$ cat src/jsu_pkg.sv
// ----------------------------------------------------------------------------
// jsu_pkg
// Types, codes and UTF-8 helpers shared by the JSON string unescaper.
// ----------------------------------------------------------------------------
package jsu_pkg;

  typedef enum logic [2:0] {
    PH_IDLE,
    PH_STR,
    PH_ESC,
    PH_UHEX,
    PH_AFTER_HIGH,
    PH_HIGH_BSL,
    PH_HIGH_UHEX
  } phase_e;

  // kind of the second result group of a command
  typedef enum logic [1:0] {
    K_NONE,
    K_RAW,
    K_CODE,
    K_STAT
  } kind_e;

  localparam logic [2:0] ST_BYTE       = 3'd0;
  localparam logic [2:0] ST_CLOSED     = 3'd1;
  localparam logic [2:0] ST_EXP_QUOTE  = 3'd2;
  localparam logic [2:0] ST_UNTERM     = 3'd3;
  localparam logic [2:0] ST_INCOMPLETE = 3'd4;
  localparam logic [2:0] ST_BAD_UNI    = 3'd5;
  localparam logic [2:0] ST_UNSUP_ESC  = 3'd6;
  localparam logic [2:0] ST_CTRL       = 3'd7;

  localparam logic [7:0] CH_QUOTE = 8'h22;
  localparam logic [7:0] CH_BSL   = 8'h5C;
  localparam logic [7:0] CH_SLASH = 8'h2F;
  localparam logic [7:0] CH_B     = 8'h62;
  localparam logic [7:0] CH_F     = 8'h66;
  localparam logic [7:0] CH_N     = 8'h6E;
  localparam logic [7:0] CH_R     = 8'h72;
  localparam logic [7:0] CH_T     = 8'h74;
  localparam logic [7:0] CH_U     = 8'h75;
  localparam logic [7:0] CTRL_LIM = 8'h20;

  localparam logic [15:0] HIGH_MIN = 16'hD800;
  localparam logic [15:0] HIGH_MAX = 16'hDBFF;
  localparam logic [15:0] LOW_MIN  = 16'hDC00;
  localparam logic [15:0] LOW_MAX  = 16'hDFFF;
  localparam logic [20:0] SUPP_BASE = 21'h10000;

  localparam logic [7:0] UTF8_CONT  = 8'h80;
  localparam logic [7:0] UTF8_LEAD2 = 8'hC0;
  localparam logic [7:0] UTF8_LEAD3 = 8'hE0;
  localparam logic [7:0] UTF8_LEAD4 = 8'hF0;

  // one accepted item's worth of results: optional code point, then one group
  typedef struct packed {
    logic        a_vld;
    logic [20:0] a_cp;
    kind_e       b_kind;
    logic [15:0] b_data;
  } cmd_t;

  // number of UTF-8 bytes minus one
  function automatic logic [1:0] utf8_len(logic [20:0] cp);
    logic [1:0] l;
    if (cp <= 21'h7F) begin
      l = 2'd0;
    end else if (cp <= 21'h7FF) begin
      l = 2'd1;
    end else if (cp <= 21'hFFFF) begin
      l = 2'd2;
    end else begin
      l = 2'd3;
    end
    return l;
  endfunction

  function automatic logic [7:0] utf8_byte(logic [20:0] cp, logic [1:0] len, logic [1:0] k);
    logic [7:0] r;
    r = 8'h00;
    case (len)
      2'd0: r = {1'b0, cp[6:0]};
      2'd1: begin
        r = (k == 2'd0) ? (UTF8_LEAD2 | {3'b000, cp[10:6]}) : (UTF8_CONT | {2'b00, cp[5:0]});
      end
      2'd2: begin
        case (k)
          2'd0:    r = UTF8_LEAD3 | {4'h0, cp[15:12]};
          2'd1:    r = UTF8_CONT | {2'b00, cp[11:6]};
          default: r = UTF8_CONT | {2'b00, cp[5:0]};
        endcase
      end
      default: begin
        case (k)
          2'd0:    r = UTF8_LEAD4 | {5'h00, cp[20:18]};
          2'd1:    r = UTF8_CONT | {2'b00, cp[17:12]};
          2'd2:    r = UTF8_CONT | {2'b00, cp[11:6]};
          default: r = UTF8_CONT | {2'b00, cp[5:0]};
        endcase
      end
    endcase
    return r;
  endfunction

endpackage

$ cat src/jsu_in_if.sv
// ----------------------------------------------------------------------------
// jsu_in_if
// Source byte channel: one source byte or an end mark per beat.
// ----------------------------------------------------------------------------
interface jsu_in_if;
  logic       valid;
  logic       ready;
  logic [7:0] data_byte;
  logic       at_end;

  modport source (output valid, output data_byte, output at_end, input ready);
  modport sink (input valid, input data_byte, input at_end, output ready);
endinterface

$ cat src/jsu_out_if.sv
// ----------------------------------------------------------------------------
// jsu_out_if
// Decoded result channel: one byte or status per beat.
// ----------------------------------------------------------------------------
interface jsu_out_if;
  logic       valid;
  logic       ready;
  logic [7:0] out_byte;
  logic [2:0] status;
  logic       last;

  modport source (output valid, output out_byte, output status, output last, input ready);
  modport sink (input valid, input out_byte, input status, input last, output ready);
endinterface

$ cat src/json_string_unescape_utf8.sv
// ----------------------------------------------------------------------------
// json_string_unescape_utf8
// JSON string unescaper with UTF-8 output.
//
// in_i  : one source byte (or an end mark) per beat, valid/ready.
// out_o : one decoded byte or status per beat; last marks the final beat
//         caused by an input beat. Input beats that cause nothing (opening
//         quote, backslash, hex digits) produce no output beat.
// Each command is registered in the command queue, then in the sequencer.
// Throughput: one input beat per cycle while each item yields one result.
//   An item yielding k beats (up to 6) holds the result sequencer until
//   all k are taken; the two-entry command queue absorbs that and stalls in_i.ready.
// Reset clears the parser to idle (awaiting the opening quote), empties the
// queue and drops any pending output. When out_o.ready is low the current
// beat holds; the parser keeps accepting until the queue is full.
// ----------------------------------------------------------------------------
module json_string_unescape_utf8 (
  input logic clk_i,
  input logic rst_ni,
  jsu_in_if.sink    in_i,
  jsu_out_if.source out_o
);

  logic          push, full, pop, q_vld;
  jsu_pkg::cmd_t push_cmd, head_cmd;

  jsu_front u_front (
    .clk_i       (clk_i),
    .rst_ni      (rst_ni),
    .in_valid_i  (in_i.valid),
    .in_ready_o  (in_i.ready),
    .data_byte_i (in_i.data_byte),
    .at_end_i    (in_i.at_end),
    .full_i      (full),
    .push_o      (push),
    .cmd_o       (push_cmd)
  );

  jsu_queue u_queue (
    .clk_i  (clk_i),
    .rst_ni (rst_ni),
    .push_i (push),
    .data_i (push_cmd),
    .full_o (full),
    .pop_i  (pop),
    .vld_o  (q_vld),
    .data_o (head_cmd)
  );

  jsu_back u_back (
    .clk_i       (clk_i),
    .rst_ni      (rst_ni),
    .q_vld_i     (q_vld),
    .q_data_i    (head_cmd),
    .pop_o       (pop),
    .out_valid_o (out_o.valid),
    .out_ready_i (out_o.ready),
    .out_byte_o  (out_o.out_byte),
    .status_o    (out_o.status),
    .last_o      (out_o.last)
  );

endmodule

$ cat src/jsu_front.sv
// ----------------------------------------------------------------------------
// jsu_front
// Parser state machine: takes one source beat a cycle while the queue is not
// full and emits a command describing the results that beat causes.
// ----------------------------------------------------------------------------
module jsu_front (
  input  logic          clk_i,
  input  logic          rst_ni,
  input  logic          in_valid_i,
  output logic          in_ready_o,
  input  logic [7:0]    data_byte_i,
  input  logic          at_end_i,
  input  logic          full_i,
  output logic          push_o,
  output jsu_pkg::cmd_t cmd_o
);

  jsu_pkg::phase_e phase_q, phase_d;
  logic [15:0]     hex_q, hex_d;
  logic [1:0]      cnt_q, cnt_d;
  logic [15:0]     high_q, high_d;

  logic            accept;
  logic [7:0]      c;
  logic            eoi;

  jsu_pkg::kind_e  sb_kind, esc_kind;
  logic [15:0]     sb_data, esc_data;
  jsu_pkg::phase_e sb_phase, esc_phase;

  logic [3:0]      hv;
  logic            hok;
  logic [15:0]     v;
  logic [20:0]     joined;
  jsu_pkg::cmd_t   cmd;

  assign accept     = in_valid_i && !full_i;
  assign in_ready_o = !full_i;
  assign c          = data_byte_i;
  assign eoi        = at_end_i;

  // plain string byte
  always_comb begin
    sb_kind  = jsu_pkg::K_RAW;
    sb_data  = {8'h00, c};
    sb_phase = jsu_pkg::PH_STR;
    if (eoi) begin
      sb_kind  = jsu_pkg::K_STAT;
      sb_data  = {13'h0000, jsu_pkg::ST_UNTERM};
      sb_phase = jsu_pkg::PH_IDLE;
    end else if (c == jsu_pkg::CH_QUOTE) begin
      sb_kind  = jsu_pkg::K_STAT;
      sb_data  = {13'h0000, jsu_pkg::ST_CLOSED};
      sb_phase = jsu_pkg::PH_IDLE;
    end else if (c == jsu_pkg::CH_BSL) begin
      sb_kind  = jsu_pkg::K_NONE;
      sb_phase = jsu_pkg::PH_ESC;
    end else if (c < jsu_pkg::CTRL_LIM) begin
      sb_kind  = jsu_pkg::K_STAT;
      sb_data  = {13'h0000, jsu_pkg::ST_CTRL};
      sb_phase = jsu_pkg::PH_IDLE;
    end
  end

  // byte after a backslash
  always_comb begin
    esc_kind  = jsu_pkg::K_RAW;
    esc_data  = {8'h00, c};
    esc_phase = jsu_pkg::PH_STR;
    if (eoi) begin
      esc_kind  = jsu_pkg::K_STAT;
      esc_data  = {13'h0000, jsu_pkg::ST_INCOMPLETE};
      esc_phase = jsu_pkg::PH_IDLE;
    end else begin
      case (c)
        jsu_pkg::CH_QUOTE, jsu_pkg::CH_BSL, jsu_pkg::CH_SLASH: esc_data = {8'h00, c};
        jsu_pkg::CH_B: esc_data = 16'h0008;
        jsu_pkg::CH_F: esc_data = 16'h000C;
        jsu_pkg::CH_N: esc_data = 16'h000A;
        jsu_pkg::CH_R: esc_data = 16'h000D;
        jsu_pkg::CH_T: esc_data = 16'h0009;
        jsu_pkg::CH_U: begin
          esc_kind  = jsu_pkg::K_NONE;
          esc_phase = jsu_pkg::PH_UHEX;
        end
        default: begin
          esc_kind  = jsu_pkg::K_STAT;
          esc_data  = {13'h0000, jsu_pkg::ST_UNSUP_ESC};
          esc_phase = jsu_pkg::PH_IDLE;
        end
      endcase
    end
  end

  always_comb begin
    hok = 1'b1;
    hv  = 4'h0;
    if (c inside {[8'h30:8'h39]}) begin
      hv = c[3:0];
    end else if (c inside {[8'h41:8'h46], [8'h61:8'h66]}) begin
      hv = c[3:0] + 4'd9;
    end else begin
      hok = 1'b0;
    end
    if (eoi) begin
      hok = 1'b0;
    end
  end

  assign v      = {hex_q[11:0], hv};
  assign joined = jsu_pkg::SUPP_BASE + {1'b0, high_q[9:0], v[9:0]};

  always_comb begin
    phase_d = phase_q;
    hex_d   = hex_q;
    cnt_d   = cnt_q;
    high_d  = high_q;
    cmd     = '0;
    case (phase_q)
      jsu_pkg::PH_STR: begin
        cmd.b_kind = sb_kind;
        cmd.b_data = sb_data;
        phase_d    = sb_phase;
      end
      jsu_pkg::PH_ESC: begin
        cmd.b_kind = esc_kind;
        cmd.b_data = esc_data;
        phase_d    = esc_phase;
        hex_d      = '0;
        cnt_d      = '0;
      end
      jsu_pkg::PH_UHEX, jsu_pkg::PH_HIGH_UHEX: begin
        if (!hok) begin
          cmd.a_vld  = (phase_q == jsu_pkg::PH_HIGH_UHEX);
          cmd.a_cp   = {5'h00, high_q};
          cmd.b_kind = jsu_pkg::K_STAT;
          cmd.b_data = {13'h0000, jsu_pkg::ST_BAD_UNI};
          phase_d    = jsu_pkg::PH_IDLE;
        end else if (cnt_q != 2'd3) begin
          hex_d = v;
          cnt_d = cnt_q + 2'd1;
        end else begin
          hex_d = '0;
          cnt_d = '0;
          if (phase_q == jsu_pkg::PH_HIGH_UHEX && v >= jsu_pkg::LOW_MIN &&
              v <= jsu_pkg::LOW_MAX) begin
            cmd.a_vld = 1'b1;
            cmd.a_cp  = joined;
            phase_d   = jsu_pkg::PH_STR;
          end else begin
            cmd.a_vld = (phase_q == jsu_pkg::PH_HIGH_UHEX);
            cmd.a_cp  = {5'h00, high_q};
            if (v >= jsu_pkg::HIGH_MIN && v <= jsu_pkg::HIGH_MAX) begin
              high_d  = v;
              phase_d = jsu_pkg::PH_AFTER_HIGH;
            end else begin
              cmd.b_kind = jsu_pkg::K_CODE;
              cmd.b_data = v;
              phase_d    = jsu_pkg::PH_STR;
            end
          end
        end
      end
      jsu_pkg::PH_AFTER_HIGH: begin
        if (!eoi && c == jsu_pkg::CH_BSL) begin
          phase_d = jsu_pkg::PH_HIGH_BSL;
        end else begin
          cmd.a_vld  = 1'b1;
          cmd.a_cp   = {5'h00, high_q};
          cmd.b_kind = sb_kind;
          cmd.b_data = sb_data;
          phase_d    = sb_phase;
        end
      end
      jsu_pkg::PH_HIGH_BSL: begin
        hex_d = '0;
        cnt_d = '0;
        if (!eoi && c == jsu_pkg::CH_U) begin
          phase_d = jsu_pkg::PH_HIGH_UHEX;
        end else begin
          cmd.a_vld  = 1'b1;
          cmd.a_cp   = {5'h00, high_q};
          cmd.b_kind = esc_kind;
          cmd.b_data = esc_data;
          phase_d    = esc_phase;
        end
      end
      default: begin
        if (!eoi && c == jsu_pkg::CH_QUOTE) begin
          phase_d = jsu_pkg::PH_STR;
        end else begin
          cmd.b_kind = jsu_pkg::K_STAT;
          cmd.b_data = {13'h0000, jsu_pkg::ST_EXP_QUOTE};
          phase_d    = jsu_pkg::PH_IDLE;
        end
      end
    endcase
  end

  assign push_o = accept && (cmd.a_vld || cmd.b_kind != jsu_pkg::K_NONE);
  assign cmd_o  = cmd;

  always_ff @(posedge clk_i or negedge rst_ni) begin
    if (!rst_ni) begin
      phase_q <= jsu_pkg::PH_IDLE;
      cnt_q   <= '0;
    end else if (accept) begin
      phase_q <= phase_d;
      cnt_q   <= cnt_d;
    end
  end

  always_ff @(posedge clk_i) begin
    if (accept) begin
      hex_q  <= hex_d;
      high_q <= high_d;
    end
  end

endmodule

$ cat src/jsu_queue.sv
// ----------------------------------------------------------------------------
// jsu_queue
// Two-entry command queue between parser and result sequencer.
// ----------------------------------------------------------------------------
module jsu_queue (
  input  logic          clk_i,
  input  logic          rst_ni,
  input  logic          push_i,
  input  jsu_pkg::cmd_t data_i,
  output logic          full_o,
  input  logic          pop_i,
  output logic          vld_o,
  output jsu_pkg::cmd_t data_o
);

  localparam int unsigned Depth = 2;

  jsu_pkg::cmd_t mem_q [Depth];
  logic          wr_ptr_q, rd_ptr_q;
  logic [1:0]    cnt_q;
  logic          do_push, do_pop;

  assign full_o  = (cnt_q == 2'(Depth));
  assign vld_o   = (cnt_q != 2'd0);
  assign data_o  = mem_q[rd_ptr_q];
  assign do_push = push_i && !full_o;
  assign do_pop  = pop_i && vld_o;

  always_ff @(posedge clk_i or negedge rst_ni) begin
    if (!rst_ni) begin
      wr_ptr_q <= 1'b0;
      rd_ptr_q <= 1'b0;
      cnt_q    <= '0;
    end else begin
      if (do_push) begin
        wr_ptr_q <= !wr_ptr_q;
      end
      if (do_pop) begin
        rd_ptr_q <= !rd_ptr_q;
      end
      cnt_q <= cnt_q + {1'b0, do_push} - {1'b0, do_pop};
    end
  end

  always_ff @(posedge clk_i) begin
    if (do_push) begin
      mem_q[wr_ptr_q] <= data_i;
    end
  end

endmodule

$ cat src/jsu_back.sv
// ----------------------------------------------------------------------------
// jsu_back
// Result sequencer: expands one command into UTF-8, raw and status beats.
// ----------------------------------------------------------------------------
module jsu_back (
  input  logic          clk_i,
  input  logic          rst_ni,
  input  logic          q_vld_i,
  input  jsu_pkg::cmd_t q_data_i,
  output logic          pop_o,
  output logic          out_valid_o,
  input  logic          out_ready_i,
  output logic [7:0]    out_byte_o,
  output logic [2:0]    status_o,
  output logic          last_o
);

  jsu_pkg::cmd_t cmd_q, cmd_d;
  logic          cmd_vld_q, cmd_vld_d;
  logic          seg_q, seg_d;
  logic [1:0]    idx_q, idx_d;

  logic [1:0]    len_a, len_b, seg_len;
  logic          seg_end, beat_last, fire;

  assign len_a = jsu_pkg::utf8_len(cmd_q.a_cp);
  assign len_b = jsu_pkg::utf8_len({5'h00, cmd_q.b_data});

  always_comb begin
    seg_len    = 2'd0;
    out_byte_o = 8'h00;
    status_o   = jsu_pkg::ST_BYTE;
    if (!seg_q) begin
      seg_len    = len_a;
      out_byte_o = jsu_pkg::utf8_byte(cmd_q.a_cp, len_a, idx_q);
    end else begin
      case (cmd_q.b_kind)
        jsu_pkg::K_RAW: out_byte_o = cmd_q.b_data[7:0];
        jsu_pkg::K_CODE: begin
          seg_len    = len_b;
          out_byte_o = jsu_pkg::utf8_byte({5'h00, cmd_q.b_data}, len_b, idx_q);
        end
        jsu_pkg::K_STAT: status_o = cmd_q.b_data[2:0];
        default: out_byte_o = 8'h00;
      endcase
    end
  end

  assign seg_end     = (idx_q == seg_len);
  assign beat_last   = seg_end && (seg_q || cmd_q.b_kind == jsu_pkg::K_NONE);
  assign out_valid_o = cmd_vld_q;
  assign last_o      = beat_last;
  assign fire        = cmd_vld_q && out_ready_i;
  assign pop_o       = q_vld_i && (!cmd_vld_q || (fire && beat_last));

  always_comb begin
    cmd_d     = cmd_q;
    cmd_vld_d = cmd_vld_q;
    seg_d     = seg_q;
    idx_d     = idx_q;
    if (pop_o) begin
      cmd_d     = q_data_i;
      cmd_vld_d = 1'b1;
      seg_d     = !q_data_i.a_vld;
      idx_d     = '0;
    end else if (fire) begin
      if (beat_last) begin
        cmd_vld_d = 1'b0;
      end else if (seg_end) begin
        seg_d = 1'b1;
        idx_d = '0;
      end else begin
        idx_d = idx_q + 2'd1;
      end
    end
  end

  always_ff @(posedge clk_i or negedge rst_ni) begin
    if (!rst_ni) begin
      cmd_vld_q <= 1'b0;
      seg_q     <= 1'b0;
      idx_q     <= '0;
    end else begin
      cmd_vld_q <= cmd_vld_d;
      seg_q     <= seg_d;
      idx_q     <= idx_d;
    end
  end

  always_ff @(posedge clk_i) begin
    cmd_q <= cmd_d;
  end

  a_code_seg_has_code: assert property (@(posedge clk_i) disable iff (!rst_ni)
    (cmd_vld_q && !seg_q) |-> cmd_q.a_vld)
    else $error("code segment active without a code point");

  a_status_is_last: assert property (@(posedge clk_i) disable iff (!rst_ni)
    (cmd_vld_q && status_o != jsu_pkg::ST_BYTE) |-> last_o)
    else $error("status beat not last of its item");

  a_more_beats_follow: assert property (@(posedge clk_i) disable iff (!rst_ni)
    (fire && !beat_last) |=> cmd_vld_q)
    else $error("command dropped before its last beat");

endmodule

$ cat src/flat_wrapper.sv
// flat-port wrapper written by rule: the top's interface ports become plain ports
module json_string_unescape_utf8_flat 
  (clk_i, rst_ni, in_i_valid, in_i_data_byte, in_i_at_end, in_i_ready, out_o_valid, out_o_out_byte, out_o_status, out_o_last, out_o_ready);
  jsu_in_if in_i_i ();
  jsu_out_if out_o_i ();
  input logic clk_i;
  input logic rst_ni;
  input wire logic [$bits(in_i_i.valid)-1:0] in_i_valid;
  input wire logic [$bits(in_i_i.data_byte)-1:0] in_i_data_byte;
  input wire logic [$bits(in_i_i.at_end)-1:0] in_i_at_end;
  output wire logic [$bits(in_i_i.ready)-1:0] in_i_ready;
  output wire logic [$bits(out_o_i.valid)-1:0] out_o_valid;
  output wire logic [$bits(out_o_i.out_byte)-1:0] out_o_out_byte;
  output wire logic [$bits(out_o_i.status)-1:0] out_o_status;
  output wire logic [$bits(out_o_i.last)-1:0] out_o_last;
  input wire logic [$bits(out_o_i.ready)-1:0] out_o_ready;
  assign in_i_i.valid = in_i_valid;
  assign in_i_i.data_byte = in_i_data_byte;
  assign in_i_i.at_end = in_i_at_end;
  assign in_i_ready = in_i_i.ready;
  assign out_o_valid = out_o_i.valid;
  assign out_o_out_byte = out_o_i.out_byte;
  assign out_o_status = out_o_i.status;
  assign out_o_last = out_o_i.last;
  assign out_o_i.ready = out_o_ready;
  json_string_unescape_utf8 u_core (.clk_i(clk_i), .rst_ni(rst_ni), .in_i(in_i_i), .out_o(out_o_i));
endmodule
$ cat config.mk
export PLATFORM = sky130hd
export DESIGN_NAME = json_string_unescape_utf8_flat
export DESIGN_NICKNAME = d
export VERILOG_FILES = /design/src/jsu_pkg.sv /design/src/jsu_in_if.sv /design/src/jsu_out_if.sv /design/src/json_string_unescape_utf8.sv /design/src/jsu_front.sv /design/src/jsu_queue.sv /design/src/jsu_back.sv /design/src/flat_wrapper.sv
export SDC_FILE = /design/constraint.sdc
export NUM_CORES = 1
export LEC_CHECK = 0
export ABC_AREA = 1
export BUFFER_PORTS_ARGS = -buffer_cell sky130_fd_sc_hd__buf_2
export CELL_PAD_IN_SITES_DETAIL_PLACEMENT = 1
export CELL_PAD_IN_SITES_GLOBAL_PLACEMENT = 2
export CORE_ASPECT_RATIO = 0.5
export CORE_MARGIN = 2
export CORE_UTILIZATION = 36
export CTS_CLUSTER_DIAMETER = 150
export DETAILED_ROUTE_END_ITERATION = 6
export GPL_TIMING_DRIVEN = 0
export PLACE_DENSITY_LB_ADDON = 0.1
export SLEW_MARGIN = 30
export SYNTH_ARGS = -nofsm -noshare
export SYNTH_HDL_FRONTEND = slang
export SYNTH_SLANG_ARGS = --single-unit
$ cat constraint.sdc
create_clock -name clk_i -period 3.5 [get_ports clk_i]
set_input_delay 0.525 -clock clk_i [delete_from_list [all_inputs] [get_ports clk_i]]
set_output_delay 0.525 -clock clk_i [all_outputs]
set_load 0.05 [all_outputs]
* Word-level counts from Yosys, hierarchy flattened
Memory sizes are Yosys's and may differ from the RTL's.
Index checks and enable logic that the tools add are counted.
** Cells by class
- Bitwise gates (word level) :: 2
- Muxes and demuxes :: 79
- Equal/unequal tests :: 30
- Order comparisons :: 16
- Add/subtract/negate cells :: 6
- Reductions and logical operators :: 47
** Operator list (number)
- 40-bit two-way mux :: 4
- 18-bit one-hot mux with 5 select lines :: 1
- 22-bit one-hot mux with 3 select lines :: 1
- 8-bit by 7-bit == test with 1-bit output (second input constant) :: 7
- 18-bit two-way mux :: 3
- 8-bit two-way mux :: 6
- 8-bit one-hot mux with 3 select lines :: 2
- 8-bit one-hot mux with 6 select lines :: 1
- 2-bit two-way mux :: 21
- 7-bit one-hot mux with 3 select lines :: 2
- 16-bit >= comparator (second input constant) :: 2
- 16-bit less-or-equal comparator (second input constant) :: 2
- 7-bit one-hot mux with 2 select lines :: 2
- 12-bit two-way mux :: 2
- 3-bit two-way mux :: 8
- 12-bit one-hot mux with 2 select lines :: 1
- 22-bit two-way mux :: 1
- 17-bit by 20-bit adder with 21-bit output (first input constant) :: 1
- 21-bit by 11-bit less-or-equal comparator with 1-bit output (second input constant) :: 1
- 21-bit by 16-bit less-or-equal comparator with 1-bit output (second input constant) :: 1
- 21-bit by 7-bit less-or-equal comparator with 1-bit output (second input constant) :: 1
- 1-bit logical AND :: 17
- 8-bit by 6-bit == test with 1-bit output (second input constant) :: 2
- 8-bit by 7-bit >= comparator with 1-bit output (second input constant) :: 2
- 36 further kinds :: 89
** Storage, ports and cells
- Logic and storage cells :: 194
- Memories kept :: 1
- Input port bits :: 13
- Output and inout bits :: 14
- Flip-flop bits (word level) :: 80
- RAM bits :: 80
** Memory list
- u_core.u_queue.mem_q :: depth 2, width 40, read ports 1, clocked after Yosys merged registers in 0, wr ports 1, RTL line jsu_queue.sv:18 : jsu_pkg::cmd_t mem_q [Depth];

* Logic depth before layout (Yosys ltp)
Gate-level depths: netlist of run 1.
- Depth after elaboration :: 18
- Depth in mapped cells :: 18
- Gate-level depth less buffers :: 17

* Modules after synthesis
A second synthesis of run 1 with hierarchy kept.
** Unflattened totals
- Cell total of the unflattened synthesis :: 895
- Area, all modules :: 8435.6 sq um
** Modules (own cells, without submodules)
- jsu_queue :: area each 3209.3 sq um, sequential area each 2502.4 sq um, instances 1, cells each 242
- jsu_front :: area each 2636.3 sq um, sequential area each 965.9 sq um, instances 1, cells each 358
- jsu_back :: area each 2590.0 sq um, sequential area each 1271.2 sq um, instances 1, cells each 295

* Worst setup path before layout of run 1
OpenSTA, ideal clock, no wires.
- Kind :: input to register
- From :: input port in_i_data_byte[0]
- To :: memory u_core.u_queue.mem_q[1][0] in the netlist's numbering, enable pin
- Library setup time :: 0.437 ns
- Path slack :: -0.411 ns
- Required time :: 3.063 ns
- Stages :: 12
- Path buffers :: 0
- Arrival time :: 3.473 ns
- Cell sequence :: inv_1 > ha_1 > nor3b_2 > o21ai_0 > nand2_1 > nor2_1 > nand2_1 > nand2_1 > nand2_1 > nand3_2 > o21bai_4 > nor2_1
** Between the ends
- Cells in the longest elaborated chain, start to end :: 18
- Elaborated cells on any way between the ends :: 59
- Those cells by class :: add/sub: 1; order compare: 11; eq/ne: 9; mux: 23; reduce/logical: 15
** Ends and longest elaborated chain
- start: declaration :: RTL line flat_wrapper.sv:9 : input wire logic [$bits(in_i_i.data_byte)-1:0] in_i_data_byte;
- 8-bit by 7-bit >= comparator with 1-bit output or 8-bit by 7-bit less-or-equal comparator with 1-bit output (tied branches) :: RTL line jsu_front.sv:100 : end else if (c inside {[8'h41:8'h46], [8'h61:8'h66]}) begin
- 1-bit logical AND :: RTL line jsu_front.sv:100
- 2-bit nonzero test :: RTL line jsu_front.sv:100
- 4-bit two-way mux :: RTL line jsu_front.sv:100
- 4-bit two-way mux :: RTL line jsu_front.sv:98 : if (c inside {[8'h30:8'h39]}) begin
- 16-bit >= comparator (tied with other cells) :: RTL line jsu_front.sv:153 : if (v >= jsu_pkg::HIGH_MIN && v <= jsu_pkg::HIGH_MAX) begin
- 1-bit logical AND (on tied branches) :: RTL line jsu_front.sv:153, jsu_front.sv:145
- 18-bit two-way mux or 1-bit logical AND (tied branches) :: RTL line jsu_front.sv:153, jsu_front.sv:145
- (+2 left out)
- 40-bit two-way mux :: RTL line jsu_front.sv:133 : if (!hok) begin
- 18-bit one-hot mux with 5 select lines :: RTL line jsu_front.sv:119 : case (phase_q)
- 2-bit nonzero test :: RTL line jsu_front.sv:200 : assign push_o = accept && (cmd.a_vld || cmd.b_kind != jsu_pkg::K_NONE);
- 1-bit logical OR * :: RTL line jsu_front.sv:200
- 1-bit logical AND * :: RTL line jsu_front.sv:200
- 1-bit logical AND * :: RTL line jsu_queue.sv:26 : assign do_push = push_i && !full_o;
- 1-bit two-way mux * :: RTL line jsu_queue.sv:46 : if (do_push) begin
- 1-bit two-way mux (not written as such) * :: RTL line jsu_queue.sv:47 : mem_q[wr_ptr_q] <= data_i;
- end: declaration :: RTL line jsu_queue.sv:18
Mark *: on every way between the ends. The rest lies on a longest branch, timed or not.

* Worst setup path in the final report of run 1
- From :: register u_core.u_back.idx_q[0]
- To :: output port out_o_out_byte[2]
** Between the ends
- Cells in the longest elaborated chain, start to end :: 5
- Elaborated cells on any way between the ends :: 13
- Those cells by class :: eq/ne: 2; mux: 10; reduce/logical: 1
** Ends and longest elaborated chain
- start: declaration :: RTL line jsu_back.sv:21 : logic [1:0] idx_q, idx_d;
- start signal: assignment :: RTL line jsu_back.sv:86 : idx_q <= idx_d;
- 2-bit == test (tied with other cells) :: RTL line jsu_pkg.sv:95 : case (k)
- 7-bit one-hot mux with 3 select lines (tied with other cells) :: RTL line jsu_pkg.sv:95
- 8-bit one-hot mux with 3 select lines :: RTL line jsu_pkg.sv:82 : case (len)
- 8-bit one-hot mux with 2 select lines :: RTL line jsu_back.sv:37 : case (cmd_q.b_kind)
- 8-bit two-way mux * :: RTL line jsu_back.sv:33 : if (!seg_q) begin
- end: declaration :: RTL line flat_wrapper.sv:13 : output wire logic [$bits(out_o_i.out_byte)-1:0] out_o_out_byte;
Marks and branches as above.

==> results of run 1 <==
## timing repair
item                                    CTS  global route
gates resized for setup                   1             8
endpoints found under the setup margin    4             6
endpoints found under the hold margin     3             0
hold buffers                              1             0
## final cells by class
| type | instances | area, um^2 | share of cell area, % |
|---|---|---|---|
| Clock buffer | 21 | 460 | 4.90 |
| Buffer | 20 | 104 | 1.10 |
| Clock inverter | 11 | 129 | 1.37 |
| Tap cell | 300 | 375 | 3.99 |
| Inverter | 122 | 460 | 4.90 |
| Sequential cell | 160 | 4740 | 50.4 |
| Timing Repair Buffer | 30 | 215 | 2.29 |
| Multi-Input combinational cell | 551 | 2920 | 31.0 |
## stage by stage
step / std cells / utilization [%]
after floorplan: 853 / -
after global placement: 1177 / 39.5
after detailed placement: 1182 / 39.9
after CTS: 1215 / 42.7
after global routing: 1215 / 42.7
final: 1215 / 42.7
## worst min-delay path, stage by stage
cell and delay, ns:
buf_2 0.11, nand3_1 0.10, mux2i_1 0.07
## flip-flops by register name, indices dropped and copies added (netlist names)
name                       flops
u_core.u_back.cmd_q           39
u_core.u_back.idx_q            2
u_core.u_back.out_valid_o      1
u_core.u_back.seg_q            1
u_core.u_front.cnt_q           2
u_core.u_front.hex_q          12
u_core.u_front.high_q         16
u_core.u_front.phase_q         3
u_core.u_queue.cnt_q           2
u_core.u_queue.mem_q          80
u_core.u_queue.rd_ptr_q        1
u_core.u_queue.wr_ptr_q        1
## kinds of logic (layout without fill, tap and decap cells)
family / count (synthesis) / after routing / synth area share, %
simple gates: 399 / 399 / 22.2
flops: 160 / 160 / 57.8
buf+inv: 142 / 204 / 6.86
fa+ha+maj: 17 / 17 / 2.59
mux: 1 / 1 / 0.122
xor+xnor: 7 / 7 / 0.748
compound gates: 127 / 127 / 9.66
## power breakdown
group | total [mW] | leakage (nW) | switching, mW | internal, mW
registers | 2.76 | 1.52 | 0.159 | 2.60
clock network | 1.86 | 0.273 | 0.768 | 1.09
logic | 2.36 | 2.09 | 1.73 | 0.627
## placed cells by master (no fill, tap or decap), types with 5 or more instances in the layout
| master | count |
|---|---|
| nand3_2 | 7 |
| o21ai_0 | 56 |
| inv_2 | 10 |
| dfrtp_1 | 13 |
| nand2_2 | 10 |
| inv_1 | 110 |
| nor3_2 | 10 |
| edfxtp_1 | 147 |
| o21ai_1 | 6 |
| clkinvlp_4 | 5 |
| o211ai_1 | 7 |
| nor2_4 | 6 |
| nor3_1 | 7 |
| nand3_1 | 30 |
| a21oi_1 | 10 |
| clkbuf_1 | 16 |
| nand4_1 | 10 |
| nand2_1 | 240 |
| nor2_1 | 65 |
| clkbuf_16 | 17 |
| xor2_1 | 5 |
| buf_2 | 24 |
| ha_1 | 17 |
| o22ai_1 | 16 |
## worst paths after layout
kind	start	endpoint	slack [ns]	depth (start not counted)
worst max register to register	u_core.u_back.cmd_q[16]	u_core.u_queue.cnt_q[1]	0.52	17
min in group asynchronous	rst_ni	u_core.u_queue.wr_ptr_q	0.55	2
worst min-delay path	out_o_ready	u_core.u_back.idx_q[0]	0.42	3
worst min register to register	u_core.u_front.hex_q[4]	u_core.u_front.high_q[8]	0.45	0
worst max-delay path	u_core.u_back.idx_q[0]	out_o_out_byte[2]	0.18	11
max in group asynchronous	rst_ni	u_core.u_front.cnt_q[0]	2.65	2
## per-layer routing
metal	part of all wire (%)	track usage [%]
met5	0	0
met4	0.70	4.52
met1	52	28.4
met3	3.2	3.95
met2	44	29.8
==> key figures, run 1 <==
Status
  – Status: complete, no violations

Timing
  – Max Freq: 301 MHz
  – Skew final: between 0.015 and 0.02 ns
  – Hold Violations, Final: 0
  – Max-slew violations: 0
  – Final Setup Violations: 0
  – Worst-margin pin slew: between 0.7 and 0.8 ns
  – Final Critical Period: between 3 and 4 ns
  – RSZ-0062 raised after global routing: true
  – Setup TNS: 0 ns
  – Final period util: 94.9%
  – Final WS setup: 0.177 ns
  – Slew margin rel.: 49.9%
  – Worst hold slack: between 0.4 and 0.5 ns

Yosys
  – Synthesized flop and latch total: between 150 and 200
  – Mapped Area: 0.00820 mm^2
  – EDFF count, synth: between 100 and 150
  – Synth area leaders: edfxtp_1, nand2_1, inv_1
  – Synth cell types: 51
  – Register area share after synthesis: 57.8%
  – YS warnings: 0
  – Async set-reset flop share out of synthesis: approximately 8.1%
  – Syn_area_per_cell: 9.62 um^2
  – Syn Inst Count: ~850
  – Post-synth top cells: nand2_1, edfxtp_1, inv_1, nor2_1, o21ai_0
  – Main synth FF type: edfxtp_1
  – Share of the synthesized area in the top cell type: a little over half
  – Post-Syn Nets: slightly below 900
  – Yosys top cell by area: edfxtp_1
  – Most frequent cell after synthesis: nand2_1

Clock tree
  – H-tree Lvls: 4
  – Worst-path clk slew: 0.07 ns
  – CTS Buf Count: 17
  – Clock Sinks: 160
  – Root buf cell: clkbuf_16
  – Clock Latency Late Sink: 0.43 ns
  – Setup bufs post-CTS: 0
  – Bufs on Longest Clock Path: 2
  – TritonCTS clock tree: done

Placed design
  – Pre-CTS setup slack: between 0.015 and 0.02 ns
  – Placer Congestion: a little under 0.9
  – DP HPWL: approximately 17000 um
  – Post-DP Area: between 0.008 and 0.009 mm^2
  – Port bufs: 24

Finish
  – Ant diodes: 0
  – Final Cell Area: 0.00940 mm^2
  – Area Growth Syn to Fin: 14.6%
  – Number of fill cells in the layout: between 2000 and 3000
  – Layout cell share with drive strength beyond 1: between 10% and 20%
  – Nets: 932

Critical path
  – CP Data Arrival Time: about 2.8 ns
  – Startpoint Class: flip-flop
  – Cell family with most CP delay: buffers and inverters
  – Critical path class: flip-flop to output pin
  – Crit-path cells: inv_1 -> ha_1 -> buf_2 -> nor2_1 -> inv_1 -> nand2_1 -> a21oi_1 -> o21ai_0 -> nand2_1 -> o21ai_0 -> clkbuf_4
  – Crit. End Element: output pin
  – Worst path buffer plus inverter count: 4
  – Max incr delay on CP: around 0.4 ns
  – CP Data Required Time: 2.97 ns
  – Crit Path Max Fanout: 8
  – Max stage delay cell, worst path: dfrtp_1

Drt
  – DRC viols: 0
  – Final wirelength: 22100 um
  – Starting DRC count in detailed routing: about 330
  – Final ANT Viol Nets: 0
  – Detailed Routing Iterations Pass 1: 4
  – Via count: approximately 6000
  – Drt via density: between 4 and 5
  – WL/cell: between 15 and 20 um

Die
  – Die Y: between 100 and 150 um
  – I/O pin total: 27
  – Die area: approximately 0.024 mm^2
  – Die W: around 220 um
  – Core Region: 0.0220 mm^2
  – Initial core utilization: ~37%
  – # rows: 38

Run
  – Max_cap viols: 0

Global routing
  – Vias in the first global route: ~6300
  – Global-route usage over all layers: just under 20%
  – Pin count of the biggest net entering global routing: 34
  – First-pass GRT wire length: ~35000 um
  – Antenna violations before repair: 0
  – Grt ovf: 0

Power
  – Peak VDD IR: a little under 0.4 mV
  – Overall power: 6.98 mW
  – Power density over the cells: 743 mW/mm^2
  – Cell leakage power: a little under 4 nW

Hold path
  – Worst Hold Class: primary input to flip-flop
No activity file was read; power rests on OpenSTA's default activity.
==> inputs of run 2 (changes only) <==
--- a/config.mk
+++ b/config.mk
@@ -5,13 +5,12 @@
 export SDC_FILE = /design/constraint.sdc
 export NUM_CORES = 1
 export LEC_CHECK = 0
-export ABC_AREA = 1
 export BUFFER_PORTS_ARGS = -buffer_cell sky130_fd_sc_hd__buf_2
 export CELL_PAD_IN_SITES_DETAIL_PLACEMENT = 1
 export CELL_PAD_IN_SITES_GLOBAL_PLACEMENT = 2
 export CORE_ASPECT_RATIO = 0.5
 export CORE_MARGIN = 2
-export CORE_UTILIZATION = 36
+export CORE_UTILIZATION = 39
 export CTS_CLUSTER_DIAMETER = 150
 export DETAILED_ROUTE_END_ITERATION = 6
 export GPL_TIMING_DRIVEN = 0
==> run 2 against run 1 <==
- routed wire length decreased by 1.8%
- non-clock buffer count increased by 17
- critical path depth decreased by 4
- global-route usage increased by 1.1 points
- sequential power decreased by 3%
- cell area decreased by 0.23%
- setup slack got worse by 0.077 ns
- register-to-register slack got worse by 0.23 ns
- synthesized cell count decreased by 24%
- clock-buffer cell count decreased by 2
- via count decreased by 7.4%
- die area decreased by 8.9%
- critical path type unchanged
- largest power group unchanged
==> key figures, run 2 <==
Status
  – Status: complete, no violations (unchanged)

Timing
  – Skew final: 0.0140 ns (was 0.0171 ns)
  – Max-slew violations: 0 (unchanged)
  – Worst-margin pin slew: 0.857 ns (was 0.751 ns)
  – Final period util: 97.1% (was 94.9%)
  – RSZ-0062 raised after global routing: false (was true)
  – Final Setup Violations: 0 (unchanged)
  – Final WS setup: 0.100 ns (was 0.177 ns)
  – Max Freq: 294 MHz (was 301 MHz)
  – Final Critical Period: 3.40 ns (was 3.32 ns)
  – Hold Violations, Final: 0 (unchanged)
  – Slew margin rel.: 42.9% (was 49.9%)

Power
  – Pint: 4.31 mW (was 4.32 mW)
  – Logic pwr share: 34.4% (was 33.8%)
  – Peak VDD IR: 0.373 mV (was 0.393 mV)
  – Reg power frac: 39.8% (was 39.6%)
  – Cell leakage power: 3.24 nW (was 3.89 nW)
  – Sw frac: 36.0% (was 38.1%)
  – Clock power frac: 25.8% (was 26.7%)
  – Overall power: 6.74 mW (was 6.98 mW)
  – Psw: 2.43 mW (was 2.66 mW)
  – Power density over the cells: 719 mW/mm^2 (was 743 mW/mm^2)

Finish
  – Nets: 733 (was 932)
  – Most common cell after layout, fill and taps aside: edfxtp_1 (was nand2_1)
  – Most frequent cells in the layout: edfxtp_1, mux2_2, nand2_1, nor2_1, buf_2 (was nand2_1, edfxtp_1, inv_1, nor2_1, o21ai_0)
  – Layout cell share with drive strength beyond 1: 22.1% (was 14.4%)
  – Max reg flops: 80 (unchanged)
  – Number of fill cells in the layout: 2141 (was 2521)
  – Reg with most FFs: u_core.u_queue.mem_q (unchanged)
  – Biggest regs: u_core.u_queue.mem_q: 80 flops, u_core.u_back.cmd_q: 39 flops, u_core.u_front.high_q: 16 flops (unchanged)
  – Area Growth Syn to Fin: 16.2% (was 14.6%)
  – Ant diodes: 0 (unchanged)

Yosys
  – Synthesized flop and latch total: 160 (unchanged)
  – Yosys top cell by area: edfxtp_1 (unchanged)
  – Async set-reset flop share out of synthesis: 8.13% (unchanged)
  – Syn Inst Count: 650 (was 853)
  – Most frequent cell after synthesis: edfxtp_1 (was nand2_1)
  – Main synth FF type: edfxtp_1 (unchanged)
  – EDFF count, synth: 147 (unchanged)
  – YS warnings: 0 (unchanged)
  – Post-synth top cells: edfxtp_1, nor2_1, mux2_2, nand2_1, o21ai_0 (was nand2_1, edfxtp_1, inv_1, nor2_1, o21ai_0)
  – Synth cell types: 75 (was 51)
  – Share of the synthesized area in the top cell type: 54.7% (was 53.8%)
  – Post-Syn Nets: 680 (was 883)
  – Synth area leaders: edfxtp_1, mux2_2, dfrtp_1 (was edfxtp_1, nand2_1, inv_1)
  – Register area share after synthesis: 58.7% (was 57.8%)
  – Mapped Area: 0.00807 mm^2 (was 0.00820 mm^2)
  – Syn_area_per_cell: 12.4 um^2 (was 9.62 um^2)

Placed design
  – Port bufs: 23 (was 24)
  – DP HPWL: 16300 um (was 17400 um)
  – Placer Congestion: 0.837 (was 0.873)
  – Pre-CTS setup slack: -0.618 ns (was 0.0189 ns)

Clock tree
  – Root buf cell: clkbuf_16 (unchanged)
  – H-tree Lvls: 4 (unchanged)
  – CTS Buf Count: 17 (unchanged)
  – Bufs on Longest Clock Path: 2 (unchanged)
  – TritonCTS clock tree: done (unchanged)
  – Worst-path clk slew: 0.07 ns (about the same)
  – Clock Sinks: 160 (unchanged)
  – CTS hold repair buffers: 0 (was 1)
  – Clock Latency Late Sink: 0.42 ns (was 0.43 ns)

Drt
  – Drt via density: 5.60 (was 4.92)
  – Via count: 5538 (was 5983)
  – Detailed Routing Iterations Pass 1: 4 (unchanged)
  – WL/cell: 22.0 um (was 18.2 um)
  – Final wirelength: 21700 um (was 22100 um)
  – DRC viols: 0 (unchanged)
  – Starting DRC count in detailed routing: 381 (was 326)
  – Final ANT Viol Nets: 0 (unchanged)

Critical path
  – Register-to-Register Path Depth: 12 (was 17)
  – Crit Path Max Fanout: 4 (was 8)
  – Startpoint Class: flip-flop (unchanged)
  – RR Startpoint: u_core.u_back.cmd_q[16] (unchanged)
  – Crit. End Element: output pin (unchanged)
  – CP Data Arrival Time: 2.87 ns (was 2.80 ns)
  – Critical path class: flip-flop to output pin (unchanged)
  – R2r setup slk: 0.29 ns (was 0.52 ns)
  – CP Data Required Time: 2.97 ns (about the same)
  – Worst R2R End: u_core.u_queue.cnt_q[1] (unchanged)

Run
  – Max_cap viols: 0 (unchanged)

Die
  – Initial core utilization: 39.5% (was 37.3%)
  – Die Y: 106 um (was 111 um)
  – Core Region: 0.0204 mm^2 (was 0.0220 mm^2)
  – Die area: 0.0219 mm^2 (was 0.0241 mm^2)
  – I/O pin total: 27 (unchanged)
  – Die W: 207 um (was 217 um)
  – # rows: 37 (was 38)

Global routing
  – First-pass GRT wire length: 34200 um (was 35400 um)
  – Grt ovf: 0 (unchanged)
  – Vias in the first global route: 5786 (was 6295)
  – Antenna violations before repair: 0 (unchanged)
  – Global-route usage over all layers: 20.6% (was 19.5%)
  – Pin count of the biggest net entering global routing: 23 (was 34)

Hold path
  – Worst Hold Class: primary input to async pin (was primary input to flip-flop)
[run 2: what timing repair did]
item / in CTS / in global routing
setup endpoints to repair: 51 / 7
pin swaps: 3 / 2
buffers inserted: 6 / 2
cloned: 0 / 0
gates resized for setup: 6 / 10
[run 2: per-layer routing]
layer	wire, um	track usage, %	share of wire, %	vias to the layer above
met3	695	3.84	3.2	17
met5	0	0	0	-
met2	9710	32.1	45	92
met4	306	6.07	1.4	0
li1	-	-	-	2638
met1	11000	29.3	51	2791
[run 2: worst max-delay path by stage]
| stage | startpoint | endpoint | slack, ns | cells after the start |
|---|---|---|---|---|
| 2_1_floorplan | in_i_data_byte[1] | u_core.u_queue.mem_q[0][0] | -0.55 | 8 |
| 3_3_place_gp | in_i_data_byte[0] | u_core.u_queue.mem_q[0][0] | -2.45 | 9 |
| 3_5_place_dp | in_i_data_byte[0] | u_core.u_queue.cnt_q[1] | -0.62 | 13 |
| 4_1_cts | u_core.u_back.cmd_q[10] | out_o_out_byte[0] | 0.05 | 7 |
| 5_1_grt | u_core.u_back.cmd_q[25] | out_o_out_byte[0] | 0.006 | 7 |
| 6_report | u_core.u_back.cmd_q[25] | out_o_out_byte[0] | 0.10 | 7 |
[run 2: cell families after synthesis]
family / Yosys count / synth area share, %
AOI/OAI and AO/OA: 159 / 15.0
xor gates and xnor gates: 10 / 1.18
adders and majority gates: 17 / 2.63
buffers and inverters: 54 / 2.70
DFF: 160 / 58.7
muxes: 40 / 5.58
and+or+nand+nor: 210 / 14.2
[run 2: critical path, stage by stage, from the launching register on]
cell	delay, ns
edfxtp_1	0.44
or4_4	0.60
and3_4	0.23
a21o_2	0.22
a221oi_1	0.29
a221oi_1	0.15
a211o_1	0.31
buf_2	0.23
[run 2: layout make-up]
| class | instances | area [um^2] | share of cell area [%] |
|---|---|---|---|
| plain buffers | 32 | 138 | 1.47 |
| clock buffers | 19 | 433 | 4.62 |
| clock inverters | 13 | 125 | 1.33 |
| inverters | 21 | 78.8 | 0.841 |
| multi-input cells | 436 | 3230 | 34.5 |
| flip-flops and latches | 160 | 4740 | 50.5 |
| well taps | 273 | 342 | 3.64 |
| repair buffers | 35 | 290 | 3.10 |
[run 2: power groups by stage]
stage	Combinational [mW]	Sequential (mW)	Clock (mW)
after global routing	2.51	2.71	1.86
after detailed placement	2.22	2.72	0
after global placement	2.13	2.72	0
after floorplan	1.56	2.67	0
after CTS	2.31	2.68	1.78
final	2.32	2.68	1.74
[run 2: per-stage QoR]
stage	area (um^2)	cells	util (%)	TNS (ns)	hold WS [ns]
floorplan	8100	650	-	-44.00	0.229
global placement	8560	946	41.9	-204.66	0.464
detailed placement	8650	950	42.4	-33.55	0.468
CTS	9310	987	45.6	0	0.0111
global route	9380	989	45.9	0	0.0160
finish	9380	989	45.9	0	0.0224
==> inputs of run 3 (changes only) <==
--- a/config.mk
+++ b/config.mk
@@ -10,11 +10,11 @@
 export CELL_PAD_IN_SITES_GLOBAL_PLACEMENT = 2
 export CORE_ASPECT_RATIO = 0.5
 export CORE_MARGIN = 2
-export CORE_UTILIZATION = 39
+export CORE_UTILIZATION = 44
 export CTS_CLUSTER_DIAMETER = 150
 export DETAILED_ROUTE_END_ITERATION = 6
 export GPL_TIMING_DRIVEN = 0
-export PLACE_DENSITY_LB_ADDON = 0.1
+export PLACE_DENSITY = 0.8
 export SLEW_MARGIN = 30
 export SYNTH_ARGS = -nofsm -noshare
 export SYNTH_HDL_FRONTEND = slang
==> constraint.sdc (replaced) <==
create_clock -name clk_i -period 3.4 [get_ports clk_i]
set_input_delay 0.51 -clock clk_i [delete_from_list [all_inputs] [get_ports clk_i]]
set_output_delay 0.51 -clock clk_i [all_outputs]
set_load 0.05 [all_outputs]
==> run 3 against run 2 <==
- die area down 11%
- register-to-register slack got worse by 0.11 ns
- clock power up 10%
- first-iteration DRC count down 9.2%
- clock skew increased by 0.0040 ns
- critical path depth is the same
- power up 4.9%
- combinational power is 2% higher
- setup slack improved by 0.022 ns
- utilization is 7.2 points higher
- non-clock buffer count shrank 3
- critical endpoint unchanged
==> key figures, run 3 (synthesis gave the netlist of run 2 again) <==
Status
  – Status: complete, no violations (unchanged)

Die
  – Die W: 196 um (was 207 um)
  – Core Region: 0.0177 mm^2 (was 0.0204 mm^2)
  – # rows: 34 (was 37)
  – Initial core utilization: 45.7% (was 39.5%)
  – Die area: 0.0195 mm^2 (was 0.0219 mm^2)
  – I/O pin total: 27 (unchanged)
  – Die Y: 99.8 um (was 106 um)

Timing
  – Max-slew violations: 0 (unchanged)
  – Final WS setup: 0.122 ns (was 0.100 ns)
  – Max Freq: between 300 and 400 MHz
  – Final Critical Period: 3.28 ns
  – Worst-margin pin slew: 0.819 ns (was 0.857 ns)
  – RSZ-0062 raised after global routing: true (was false)
  – Skew final: 0.0180 ns (was 0.0140 ns)
  – Hold Violations, Final: 0 (unchanged)
  – Slew margin rel.: 45.3% (was 42.9%)
  – Final period util: between 90% and 100%
  – Final Setup Violations: 0 (unchanged)

Clock tree
  – H-tree Lvls: 4 (unchanged)
  – Root buf cell: clkbuf_16 (unchanged)
  – TritonCTS clock tree: done (unchanged)
  – Bufs on Longest Clock Path: 2 (unchanged)
  – Clock Latency Late Sink: 0.42 ns (about the same)
  – CTS Buf Count: 17 (unchanged)
  – Worst-path clk slew: 0.07 ns (about the same)
  – Clock Sinks: 160 (unchanged)

Power
  – Peak VDD IR: 0.356 mV (was 0.373 mV)
  – Power density over the cells: 755 mW/mm^2 (was 719 mW/mm^2)
  – Cell leakage power: 3.26 nW (was 3.24 nW)

Drt
  – Via count: 5754 (was 5538)
  – Detailed Routing Iterations Pass 1: 5 (was 4)
  – Final wirelength: 22200 um (was 21700 um)
  – WL/cell: 23.4 um (was 22.0 um)
  – Final ANT Viol Nets: 0 (unchanged)
  – DRC viols: 0 (unchanged)
  – Starting DRC count in detailed routing: 346 (was 381)
  – Drt via density: 6.06 (was 5.60)

Global routing
  – Pin count of the biggest net entering global routing: 22 (was 23)
  – Global-route usage over all layers: 23.6% (was 20.6%)
  – Antenna violations before repair: 0 (unchanged)
  – Vias in the first global route: 5965 (was 5786)
  – Grt ovf: 0 (unchanged)
  – First-pass GRT wire length: 34600 um (was 34200 um)

Finish
  – Most common cell after layout, fill and taps aside: edfxtp_1 (unchanged)
  – Most frequent cells in the layout: edfxtp_1, mux2_2, nand2_1, nor2_1, buf_2 (unchanged)
  – Ant diodes: 0 (unchanged)
  – Reg with most FFs: u_core.u_queue.mem_q (unchanged)
  – Area Growth Syn to Fin: 16.1% (was 16.2%)
  – Max reg flops: 80 (unchanged)
  – Biggest regs: u_core.u_queue.mem_q: 80 flops, u_core.u_back.cmd_q: 39 flops, u_core.u_front.high_q: 16 flops (unchanged)
  – Final Util: 53.1% (was 45.9%)
  – Layout cell share with drive strength beyond 1: 22.1% (about the same)
  – Nets: 732 (was 733)

Critical path
  – Crit. End Element: output pin (unchanged)
  – Startpoint Class: flip-flop (unchanged)
  – CP Data Arrival Time: 2.77 ns (was 2.87 ns)
  – Crit Path Max Fanout: 4 (unchanged)
  – CP Data Required Time: 2.89 ns (was 2.97 ns)
  – Critical path class: flip-flop to output pin (unchanged)

Placed design
  – DP HPWL: 16100 um (was 16300 um)
  – Placer Congestion: 0.892 (was 0.837)
  – Pre-CTS setup slack: -0.752 ns (was -0.618 ns)
  – Port bufs: 23 (unchanged)

Hold path
  – Worst Hold Class: primary input to flip-flop (was primary input to async pin)

Run
  – Max_cap viols: 0 (unchanged)
## run 3: changes by cell type in the layout (fill, tap and decap cells not counted), moves of 2 or more
cell,previous run,this run
buf_4,6,3
clkbuf_1,18,16
nor2_2,1,4
buf_12,3,1
bufinv_16,0,2
## run 3: area by class of cell
| class | count | area, um^2 |
|---|---|---|
| fill | 1791 | 8280 |
| sequential | 160 | 4740 |
| multi-input combinational | 438 | 3280 |
| clock buffer | 17 | 425 |
| tap | 234 | 293 |
| timing repair buffer | 32 | 249 |
| clock inverter | 15 | 170 |
| buffer | 32 | 140 |
| inverter | 21 | 78.8 |
## run 3: per-layer routing
| metal | global-route usage (%) | vias to the layer above | routed length, um |
|---|---|---|---|
| met5 | 0 | - | 0 |
| met4 | 7.40 | 0 | 398 |
| met3 | 3.76 | 28 | 795 |
| met2 | 38.5 | 142 | 10100 |
| met1 | 32.8 | 2939 | 10900 |
| li1 | - | 2645 | - |
## run 3: final timing paths
check                                   startpoint                         to  slack (ns)  cells past startpoint
setup / recovery           u_core.u_back.cmd_q[25]          out_o_out_byte[0]        0.12                      7
hold / removal                         out_o_ready  u_core.u_back.out_valid_o        0.37                      2
setup reg to reg           u_core.u_back.cmd_q[16]    u_core.u_queue.cnt_q[1]        0.18                     13
hold reg to reg            u_core.u_front.hex_q[7]  u_core.u_front.high_q[11]        0.51                      0
max in group asynchronous                   rst_ni    u_core.u_queue.rd_ptr_q        2.60                      2
min in group asynchronous                   rst_ni  u_core.u_front.phase_q[2]        0.52                      2
## run 3: power by group
| part | internal, mW | switching, mW |
|---|---|---|
| sequential | 2.59 | 0.193 |
| clock | 1.10 | 0.817 |
| combinational | 0.859 | 1.51 |
| total | 4.56 | 2.52 |
## run 3: through the flow
step	power, mW	hold slack (ns)	TNS [ns]	area, um^2	std cells
after detailed placement	5.07	0.441	-44.31	8620	912
final	7.07	0.367	0	9370	949
after CTS	7.05	0.352	0	9290	945
after global routing	7.40	0.383	-0.0373	9370	949
after global placement	4.94	0.442	-215.25	8510	907
after floorplan	4.35	0.214	-50.93	8100	650
## run 3: worst max-delay path: stages, from the launching register on
cell and delay, ns:
edfxtp_1 0.46, or4_4 0.62, and3_4 0.24, a21o_2 0.22, a221oi_2 0.22, a221oi_1 0.13, a211o_1 0.25, buf_2 0.21
## run 3: timing repair
item	4_1_cts	5_1_grt
resized for setup	11	13
hold buffers	1	0
gates cloned	0	2
pin swaps	1	4
endpoints found under the setup margin	87	52
buffers inserted	1	2
hold endpoints to repair	13	0
